File: src/sv/sactc_pkg.sv
`timescale 1ns / 1ps
// Shared types and constants for the set-associative cache tag controller.
// No dependencies.
package sactc_pkg;

  localparam int WAYS         = 8;
  localparam int MAX_SET_BITS = 6;
  localparam int ADDR_BITS    = 32;
  localparam int NSETS        = 1 << MAX_SET_BITS;
  localparam int WAY_W        = 3;
  localparam int CNT_W        = 32;
  localparam int TAG_W        = 32;
  localparam int CFG_IDX_W    = 3;
  localparam int CFG_DATA_W   = 4;
  localparam int MAX_OFFSET   = 12;

  localparam logic [CFG_IDX_W-1:0] REG_OFFSET_BITS   = 3'd0;
  localparam logic [CFG_IDX_W-1:0] REG_INDEX_BITS    = 3'd1;
  localparam logic [CFG_IDX_W-1:0] REG_WAYS_IN_USE   = 3'd2;
  localparam logic [CFG_IDX_W-1:0] REG_REPLACE_MODE  = 3'd3;
  localparam logic [CFG_IDX_W-1:0] REG_WT_MODE       = 3'd4;
  localparam logic [CFG_IDX_W-1:0] REG_ALLOC_WRITE   = 3'd5;

  localparam logic OP_WRITE = 1'b0;
  localparam logic OP_READ  = 1'b1;

  typedef struct packed {
    logic             valid;
    logic             dirty;
    logic [TAG_W-1:0] tag;
    logic [CNT_W-1:0] stamp;
    logic [CNT_W-1:0] uses;
  } line_t;

  typedef struct packed {
    logic [CNT_W-1:0]     cnt;
    line_t [WAYS-1:0]     line;
  } row_t;

  localparam int ROW_W = $bits(row_t);

  typedef struct packed {
    logic load;
    logic latch;
    logic eval;
    logic step;
    logic commit;
  } cmd_t;

  typedef struct packed {
    logic need_scan;
    logic scan_last;
  } status_t;

endpackage

File: src/sv/sactc_ctrl.sv
`timescale 1ns / 1ps
// Controller state machine sequencing read, search, victim scan, update and response.
// Depends on sactc_pkg.
module sactc_ctrl (
  input  logic                clk,
  input  logic                rst,
  input  logic                in_valid,
  output logic                in_ready,
  output logic                out_valid,
  input  logic                out_ready,
  output sactc_pkg::cmd_t     cmd,
  input  sactc_pkg::status_t  status
);
  import sactc_pkg::*;

  typedef enum logic [6:0] {
    S_IDLE   = 7'b0000001,
    S_READ   = 7'b0000010,
    S_LATCH  = 7'b0000100,
    S_EVAL   = 7'b0001000,
    S_SCAN   = 7'b0010000,
    S_COMMIT = 7'b0100000,
    S_OUT    = 7'b1000000
  } state_t;

  state_t state;
  state_t state_next;

  always_ff @(posedge clk) begin
    if (rst) begin
      state <= S_IDLE;
    end else begin
      state <= state_next;
    end
  end

  always_comb begin
    state_next = state;
    cmd        = '0;
    case (state)
      S_IDLE: begin
        if (in_valid) begin
          cmd.load   = 1'b1;
          state_next = S_READ;
        end
      end
      S_READ: begin
        state_next = S_LATCH;
      end
      S_LATCH: begin
        cmd.latch  = 1'b1;
        state_next = S_EVAL;
      end
      S_EVAL: begin
        cmd.eval   = 1'b1;
        state_next = status.need_scan ? S_SCAN : S_COMMIT;
      end
      S_SCAN: begin
        cmd.step = 1'b1;
        if (status.scan_last) begin
          state_next = S_COMMIT;
        end
      end
      S_COMMIT: begin
        cmd.commit = 1'b1;
        state_next = S_OUT;
      end
      S_OUT: begin
        if (out_ready) begin
          state_next = S_IDLE;
        end
      end
      default: begin
        state_next = S_IDLE;
      end
    endcase
  end

  assign in_ready  = (state == S_IDLE);
  assign out_valid = (state == S_OUT);

endmodule

File: config.mk
export PLATFORM = sky130hd
export DESIGN_NAME = sactc_ctrl
export DESIGN_NICKNAME = d
export VERILOG_FILES = /design/src/sv/sactc_pkg.sv /design/src/sv/sactc_ctrl.sv
export SDC_FILE = /design/constraint.sdc
export NUM_CORES = 1
export LEC_CHECK = 0
export BUFFER_PORTS_ARGS = -buffer_cell sky130_fd_sc_hd__buf_2
export CAP_MARGIN = 15
export CORE_UTILIZATION = 30
export CTS_BUF_LIST = sky130_fd_sc_hd__clkbuf_8
export CTS_CLUSTER_SIZE = 16
export DETAILED_ROUTE_END_ITERATION = 7
export PLACE_DENSITY = 0.54
export SLEW_MARGIN = 0
export SYNTH_ARGS = -nofsm -noshare
export SYNTH_HDL_FRONTEND = slang
export SYNTH_SLANG_ARGS = --single-unit
File: constraint.sdc
create_clock -name clk -period 3.4 [get_ports clk]
set_clock_uncertainty 0.05 [all_clocks]
set_input_delay 0 -clock clk [delete_from_list [all_inputs] [get_ports clk]]
set_output_delay 0 -clock clk [all_outputs]
set_load 0.1 [all_outputs]
; Word-level counts from Yosys, hierarchy flattened
; Cells that the tools add are included.
[totals]
ram_bits = 0
out_inout_bits = 7
n_memories = 0
regBits = 7
wordCells = 23
input_bits = 6
rom_bits = 0
latch_bits = 0
[classes]
add_sub_neg = 0
bitwise_logic = 0
shifts = 0
reduce_logical = 1
muxes = 11
n_div = 0
order_cmp = 0
eq_ne = 10
n_mul = 0
[op_table]
columns = cell, count
row1 = one-hot mux 7 bit (7 select lines), 1
row2 = 2-to-1 mux 7 bit, 3
row3 = "equality test 7 x 1 -> 1 bit, second input constant", 1
row4 = "equality test 7 x 2 -> 1 bit, second input constant", 1
row5 = "equality test 7 x 3 -> 1 bit, second input constant", 1
row6 = "equality test 7 x 4 -> 1 bit, second input constant", 1
row7 = "equality test 7 x 5 -> 1 bit, second input constant", 1
row8 = "equality test 7 x 6 -> 1 bit, second input constant", 1
row9 = "equality test 7 bit, second input constant", 1
row10 = 2-to-1 mux 1 bit, 6
row11 = 2-to-1 mux 6 bit, 1
row12 = "!= test 2 bit, second input constant", 2
row13 = AND reduction 3 bit, 1
row14 = "!= test 2 x 1 -> 1 bit, second input constant", 1

; Logic depth before layout (Yosys ltp)
; Gate-level depths: netlist of run 1.
[logic_depth]
word_depth = 3
ltp_mapped = 4
mapped_depth_nobuf = 4

; Worst setup path after synthesis of run 1
; OpenSTA, ideal clock, no wires.
[synth_path]
path_kind = reg-to-output
start = register state[0]
end = output out_valid
stages_incl_launch_ff = 4
arrival_time_ns = 2.892
setup_slack_ns = 0.458
cell_sequence = dfxtp_1 -> nor3_2 -> nand2_1 -> nor3b_1
[synth_between]
elab_chain_cells = 1
[synth_lines]
columns = element, line
row1 = start: declaration, sactc_ctrl.sv:26  ; state_t state;
row2 = start signal: assignment, sactc_ctrl.sv:33  ; state <= state_next;
row3 = equality test 7 bit, sactc_ctrl.sv:80  ; assign out_valid = (state == S_OUT);
row4 = end: declaration, sactc_ctrl.sv:9  ; output logic out_valid,
; Every way passes these cells.

; Worst setup path in the final report of run 1
[layout_path]
start = register state[0]
end = register state[4]
[layout_between]
elab_chain_cells = 3
word_cells_on_any_way = 12
[layout_lines]
columns = element, line
row1 = "equality test 7 x 5 -> 1 bit, or another cell as far along", sactc_ctrl.sv:40  ; case (state)
row2 = != test 2 bit (no source line) / != test 2 x 1 -> 1 bit (equally long branches), n/a
row3 = AND reduction 3 bit (no source line), n/a
; Parallel ways exist; a longest one is shown, timed or not.
; A chain may end at the register's enable or synchronous reset.

==> results of run 1 <==
[cell usage after synthesis]
cell type and instances:
sky130_fd_sc_hd__dfxtp_1 7, sky130_fd_sc_hd__nand2b_1 4, sky130_fd_sc_hd__a31oi_1 1, sky130_fd_sc_hd__nor4_1 1
sky130_fd_sc_hd__and3_1 1, sky130_fd_sc_hd__nor4_4 1, sky130_fd_sc_hd__o31ai_1 1, sky130_fd_sc_hd__or2_0 1
sky130_fd_sc_hd__and2b_1 1, sky130_fd_sc_hd__nor4b_2 1, sky130_fd_sc_hd__a21oi_1 3, sky130_fd_sc_hd__and4_1 1
sky130_fd_sc_hd__o21ai_0 1, sky130_fd_sc_hd__nand4b_1 1, sky130_fd_sc_hd__nor2_1 3, sky130_fd_sc_hd__nand2_1 5
sky130_fd_sc_hd__xnor2_1 1, sky130_fd_sc_hd__nor3_1 1, sky130_fd_sc_hd__o211ai_1 1, sky130_fd_sc_hd__and2_1 1
sky130_fd_sc_hd__nor3_2 1, sky130_fd_sc_hd__nor3b_1 4, sky130_fd_sc_hd__nor4b_4 1, sky130_fd_sc_hd__inv_1 3
[per-stage QoR]
stage | total power [mW] | instances
after detailed placement | 0.1522 | 72
after CTS | 0.2675 | 78
final | 0.2656 | 78
after global placement | 0.1531 | 72
after global routing | 0.2775 | 78
after floorplan | 0.1417 | 46
[layout make-up]
| class | count | area, um2 | area share (%) |
|---|---|---|---|
| multi-input combinational | 36 | 260.3 | 46.95 |
| clock inverter | 1 | 3.754 | 0.6772 |
| clock buffer | 3 | 41.29 | 7.449 |
| inverter | 3 | 11.26 | 2.032 |
| timing repair buffer | 14 | 80.08 | 14.45 |
| sequential | 7 | 140.1 | 25.28 |
| tap | 14 | 17.52 | 3.160 |
[metal layers]
| layer | GRT usage (%) | up-vias | share of wire, % |
|---|---|---|---|
| li1 | - | 201 | - |
| met3 | 3.468 | 4 | 4.5 |
| met2 | 20.00 | 14 | 41 |
| met4 | 18.10 | 0 | 4.2 |
| met1 | 17.24 | 168 | 50 |
| met5 | 0 | - | 0 |
[repair_timing]
item | 4_1_cts | 5_1_grt
endpoints found under the hold margin | 2 | 0
hold buffers | 2 | 0
resized for setup | 0 | 0
[final timing paths]
kind | to | slack (ns) | cells past startpoint
min | state[5] | 0.02 | 3
min reg2reg | state[2] | 0.52 | 2
max | state[4] | 1.45 | 5
max reg2reg | state[4] | 1.45 | 5
[logic make-up (layout without fill, tap and decap cells)]
family          Yosys count  in the layout  share of synthesized area, %
simple gates             28             28                         51.07
compound gates            7              7                         10.03
flops                     7              7                         34.04
buf+inv                   3             21                         2.735
xor+xnor                  1              1                         2.128
[where the power goes]
| group | internal, mW | switching (mW) |
|---|---|---|
| clock network | 0.0780 | 0.0357 |
| registers | 0.0857 | 0.00666 |
| logic | 0.0163 | 0.0433 |
| total | 0.180 | 0.0857 |
[worst max-delay path: cells and delay by family, from the launching register on]
family | cells | cell delay [ns]
and+or+nand+nor | 3 | 0.79
buffers and inverters | 1 | 0.55
DFF | 1 | 0.38
AOI/OAI and AO/OA | 1 | 0.12
==> run summary, run 1 <==
The area growth from synthesis to final layout is 34.65%. The post-synthesis net count came out at 52. The synthesized instance count came out at 46. The number of nets in the final layout came out at 71. The maximum clock rate is 0.5133 GHz.

The total power per unit cell area came out at 479.2 mW/mm2. At the pin with the least slew margin, the transition time is 0.4833 ns. The total die area is 0.001524 mm2. The placeable core region came out at 0.001186 mm2. The last weighted congestion value of the routability-driven placer is 0.8095. The worst supply voltage drop on vdd came out at 252.4 uV. The sequential-to-total area share from yosys stat is 34.04%.

The count of input and output buffers came out at 12. In this run the worst hold path is classified as in -> reg. The worst setup path is captured at a register. Among all stages on the critical path, the largest delay is contributed by sky130_fd_sc_hd__dlygate4sd3_1. The fraction of layout instances using a drive strength above 1 came out at 29.69%. The count of pins over their slew limit is 0.

The largest net degree at the start of global routing is 8. The number of clock sinks seen by CTS is 7. The critical path goes through nor3_2, nand4b_1, or2_0, a21oi_1, dlygate4sd3_1. The setup path with the least slack is of type reg -> reg. The total of flip-flops plus latches after synthesis came out at 7. In this run the critical register-to-register path is launched from state[0]. The worst-case hold slack came out at 0.01567 ns.

The worst relative slew slack is 68.00%. The library cell occupying the most area in the post-synthesis netlist is sky130_fd_sc_hd__dfxtp_1. The post-CTS setup-driven buffer insertion count is 0. The CTS tree is done. The initial antenna violation count is 0. The summed area of non-filler cells in the final layout is 554.3 um2. The count of H-tree levels built during CTS is 1. The max capacitance violation total is 0. The cell area reported after detailed placement is 489.2 um2. Setup repair after global routing left no endpoint under its margin. Yosys printed 0 warnings.

Ranked by total cell area, the synthesized netlist is headed by sky130_fd_sc_hd__dfxtp_1 34%, sky130_fd_sc_hd__nor3b_1 7.3%, sky130_fd_sc_hd__nand2b_1 6.1%, sky130_fd_sc_hd__nor4b_4 5.8%, sky130_fd_sc_hd__nor4_4 5.2%. The placement-stage worst setup slack is 1.794 ns. The area of the mapped netlist came out at 411.6 um2. The clock tree buffer depth is 2. The clock-pin transition on the worst setup and hold timing paths is 0.04 ns. The tree is rooted in a sky130_fd_sc_hd__clkbuf_8. The critical path data required time is 3.52 ns.

Cells fill 46.73% of the core in the end. STA classifies the critical path startpoint as a register. The clock latency of the later-clocked register in the worst-skew pair came out at 0.23 ns.

The average size of a mapped cell came out at 8.949 um2. More flip-flops sit in one register than any other, and that register is state. Detailed placement finished with a half-perimeter wire length of 665.2 um. The share of the clock period used by the worst path came out at 57.30%. Tracing the worst setup path back leads to its startpoint at state[0].

The library cell used most frequently in the layout, excluding fill and tap cells, is sky130_fd_sc_hd__buf_2. In the layout the commonest cells are 12 x sky130_fd_sc_hd__buf_2, 7 x sky130_fd_sc_hd__dfxtp_1, 5 x sky130_fd_sc_hd__nand2_1. The vertical die dimension is 39.04 um. The die boundary width is 39.04 um.

In the final layout, the registers with the most flip-flops are state (7). The number of antenna cells inserted is 0. After layout, the worst setup slack is 1.452 ns.

After detailed routing, the average wire length per cell comes to 11.08 um. The count of pins on the block boundary is 13. Of all nets on the critical path, the largest fanout is 6. The flip-flop count of the largest register, all copies and words added is 7. The number of buffers created by CTS came out at 3. The initial core utilization came out at 34.70%. The delay of the slowest cell on the worst path is 0.55 ns.

The via density per instance came out at 4.962. The area share of the largest cell type after synthesis came out at 34.04%. The arrival time at the worst endpoint came out at 2.07 ns.

The layout has 117 filler cells. The initial detailed-routing violation count came out at 7. In this run the most critical hold path is launched from status[1]. The number of global-route vias before repair came out at 352. The number of iterations in the first detailed-routing pass came out at 4. The wire length of the first global-routing pass is 1393 um. The overall routing resource usage came out at 14.90%. The total detailed-routing wirelength is 864 um. After global routing the overflow that remains totals 0. In the routed design, unresolved DRC markers number 0. In this run the static leakage power is 0.2454 nW.

The number of vias after detailed routing is 387. Subtracting the final worst setup slack from the clock period gives 1.948 ns. The final total negative setup slack is 0 ns. Setup violations remaining at the end of the flow were counted as 0. The placement row count came out at 12.

The final hold violation count is 0. The synthesized netlist contains 24 unique library cells. The flow ran to the end, and the final reports show no timing, DRC or antenna violations.

The number of nets with antenna violations after routing came out at 0.
Note: power is estimated with default switching activity, not from simulation.
==> run 2, diff against run 1 <==
--- a/config.mk
+++ b/config.mk
@@ -11,7 +11,7 @@
 export CTS_BUF_LIST = sky130_fd_sc_hd__clkbuf_8
 export CTS_CLUSTER_SIZE = 16
 export DETAILED_ROUTE_END_ITERATION = 7
-export PLACE_DENSITY = 0.54
+export PLACE_DENSITY = 0.56
 export SLEW_MARGIN = 0
 export SYNTH_ARGS = -nofsm -noshare
 export SYNTH_HDL_FRONTEND = slang
==> constraint.sdc (replaced) <==
create_clock -name clk -period 1.6 [get_ports clk]
set_clock_uncertainty 0.05 [all_clocks]
set_input_delay 0 -clock clk [delete_from_list [all_inputs] [get_ports clk]]
set_output_delay 0 -clock clk [all_outputs]
set_load 0.1 [all_outputs]
==> run summary, run 2 (same netlist as run 1, synthesis figures left out) <==
The flow ran to the end, and the final reports show no timing, DRC or antenna violations. The wire length of the first global-routing pass was 1552 um (+11%). The count of endpoints failing setup in the final report came out at 0 (unchanged). The critical path class is reg -> out. The via density per instance is 4.841 (-2.4%). The CTS tree is done. The number of iterations in the first detailed-routing pass is 4 (unchanged). The count of H-tree levels built during CTS was 1 (unchanged).

The number of clock sinks seen by CTS is 7 (unchanged). Clock tree synthesis selected as its root buffer the cell sky130_fd_sc_hd__clkbuf_8. The count of input and output buffers is 12 (unchanged). The final total negative setup slack came out at 0 ns (unchanged). The largest registers in the layout are state (7). The flip-flop count of the largest register, all copies and words added is 7 (unchanged).

The die boundary width came out at 39.04 um (unchanged). The final worst slack is 0.03962 ns (-1.412 ns). The static power due to leakage came out at 0.2926 nW (+19%). The slew at the pin closest to its max-slew limit is 0.3247 ns (-0.1586 ns). The placement-stage worst setup slack came out at 0.1319 ns (-1.662 ns). The number of design rule violations left after detail routing was 0 (unchanged). The vertical die dimension is 39.04 um (unchanged).

The maximum clock rate is 0.6409 GHz. The number of instances in the placed design was 74 (+2.8%). The total design power came out at 626.8 uW (+140%). The path class of the tightest hold or removal check is in -> reg. The total detailed-routing wirelength came out at 974 um (+13%). Leaving out fill and tap cells, the most frequent cell in the layout is sky130_fd_sc_hd__buf_12.

The worst setup slack for register-to-register paths came to 0.13 ns (-1.32 ns). The clock tree buffer depth is 2 (unchanged). The clock-pin transition on the worst setup and hold timing paths is 0.04 ns (about the same). The fraction of met1 tracks used by global routing came to 19.93% (+2.7 points). In the layout the commonest cells are 7 x sky130_fd_sc_hd__buf_12, 5 x sky130_fd_sc_hd__nand2_1, 5 x sky130_fd_sc_hd__buf_2. The total die area was 0.001524 mm2 (unchanged). The global routing stage identified its most utilized layer as met2. The number of global-route vias before repair is 357 (+1.4%). The number of vias after detailed routing is 397 (+2.6%). The max capacitance violation total is 0 (unchanged). The number of nets in the final layout came out at 75 (+5.6%). The area growth from synthesis to layout is 76.29%. The number of buffers created by CTS came out at 3 (unchanged). The overall routing resource usage came out at 16.19% (+1.3 points). The clock latency of the later-clocked register in the worst-skew pair came out at 0.22 ns (about the same). The placement row count is 12 (unchanged).

The critical path data required time came out at 1.55 ns (-1.97 ns). The top register by number of flip-flops is state. The final hold violation count was 0 (unchanged).

The last weighted congestion value of the routability-driven placer was 0.8455 (+4.4%). The worst-case hold slack came out at 0.03981 ns (+0.02414 ns). The area taken by multi-input logic gates came out at 292.8 um2 (+12%). The arrival time at the worst endpoint came out at 1.51 ns (-0.56 ns). The number of antenna cells inserted is 0 (unchanged). The initial core utilization came out at 34.70% (unchanged). The share of the clock period used by the worst path came out at 97.52%. The worst supply voltage drop on vdd came out at 521.9 uV (+110%).

The initial antenna violation count came out at 0 (unchanged). The routed wirelength normalized by instance count is 11.88 um (+7.2%). The count of pins over their slew limit came to 0 (unchanged). The count of pins on the block boundary is 13 (unchanged). The initial detailed-routing violation count is 9 (+2).

The number of nets with antenna violations after routing came out at 0 (unchanged). The number of fillers in the final layout is 109 (-6.8%). The largest net degree at the start of global routing is 8 (unchanged). The global routing met3 resource utilization was 10.40% (+6.9 points).

The cell area reported after detailed placement is 636.9 um2 (+30%). The fraction of layout instances using a drive strength above 1 is 44.12% (+14 points). The post-DP HPWL is 795.6 um (+20%). STA classifies the critical path endpoint as an output pin. The total power per unit cell area is 863.8 mW/mm2 (+80%). The total area of sequential cells is 143.9 um2 (+2.7%). The total congestion overflow after global routing came out at 0 (unchanged). The met2 demand-to-capacity share in global routing is 22.50% (+2.5 points).

The share of the core filled with cells is 61.18% (+14 points). The worst relative slew slack is 78.32% (+10 points). STA classifies the critical path startpoint as a register. The maximum fanout count along the critical path is 4 (-2). The placeable core region was 0.001186 mm2 (unchanged).

The summed area of non-filler cells in the final layout is 725.7 um2 (+31%). The worst path needs 1.560 ns of the cycle, external delays included. The final instance count without filler cells came out at 82 (+5.1%).
run 2: critical path: stages (launching register included):
cell and delay (ns):
sky130_fd_sc_hd__dfxtp_2 0.33, sky130_fd_sc_hd__nor4_4 0.35, sky130_fd_sc_hd__and4_4 0.28, sky130_fd_sc_hd__and2_4 0.15, sky130_fd_sc_hd__buf_12 0.17
run 2: path summary, 6_finish.rpt:
| path | startpoint | to | cells after the start |
|---|---|---|---|
| hold / removal | status[0] | state[4] | 3 |
| setup / recovery | state[2] | cmd[4] | 4 |
| setup reg to reg | state[2] | state[0] | 4 |
| hold reg to reg | state[1] | state[2] | 2 |
run 2: final cells by class:
class	count	area share [%]
multi-input cells	36	40.34
clock inverters	1	0.5172
flip-flops and latches	7	19.83
clock buffers	3	5.690
inverters	3	1.552
repair buffers	18	29.66
well taps	14	2.414
run 2: routing by layer:
| metal | part of all wire [%] | wire length (um) |
|---|---|---|
| met2 | 45 | 438 |
| met1 | 50 | 484 |
| met4 | 0 | 0 |
| met5 | 0 | 0 |
| met3 | 5.2 | 51 |
run 2: power by group:
| part | internal [mW] | switching [mW] |
|---|---|---|
| sequential | 0.182 | 0.0104 |
| combinational | 0.0854 | 0.112 |
| clock | 0.165 | 0.0714 |
| total | 0.433 | 0.194 |
run 2: timing repair:
item,4_1_cts,5_1_grt
setup endpoints to repair,1,4
hold endpoints to repair,2,0
gates resized for setup,1,2
setup buffers,0,2
pin swaps,0,2
hold buffers,2,0
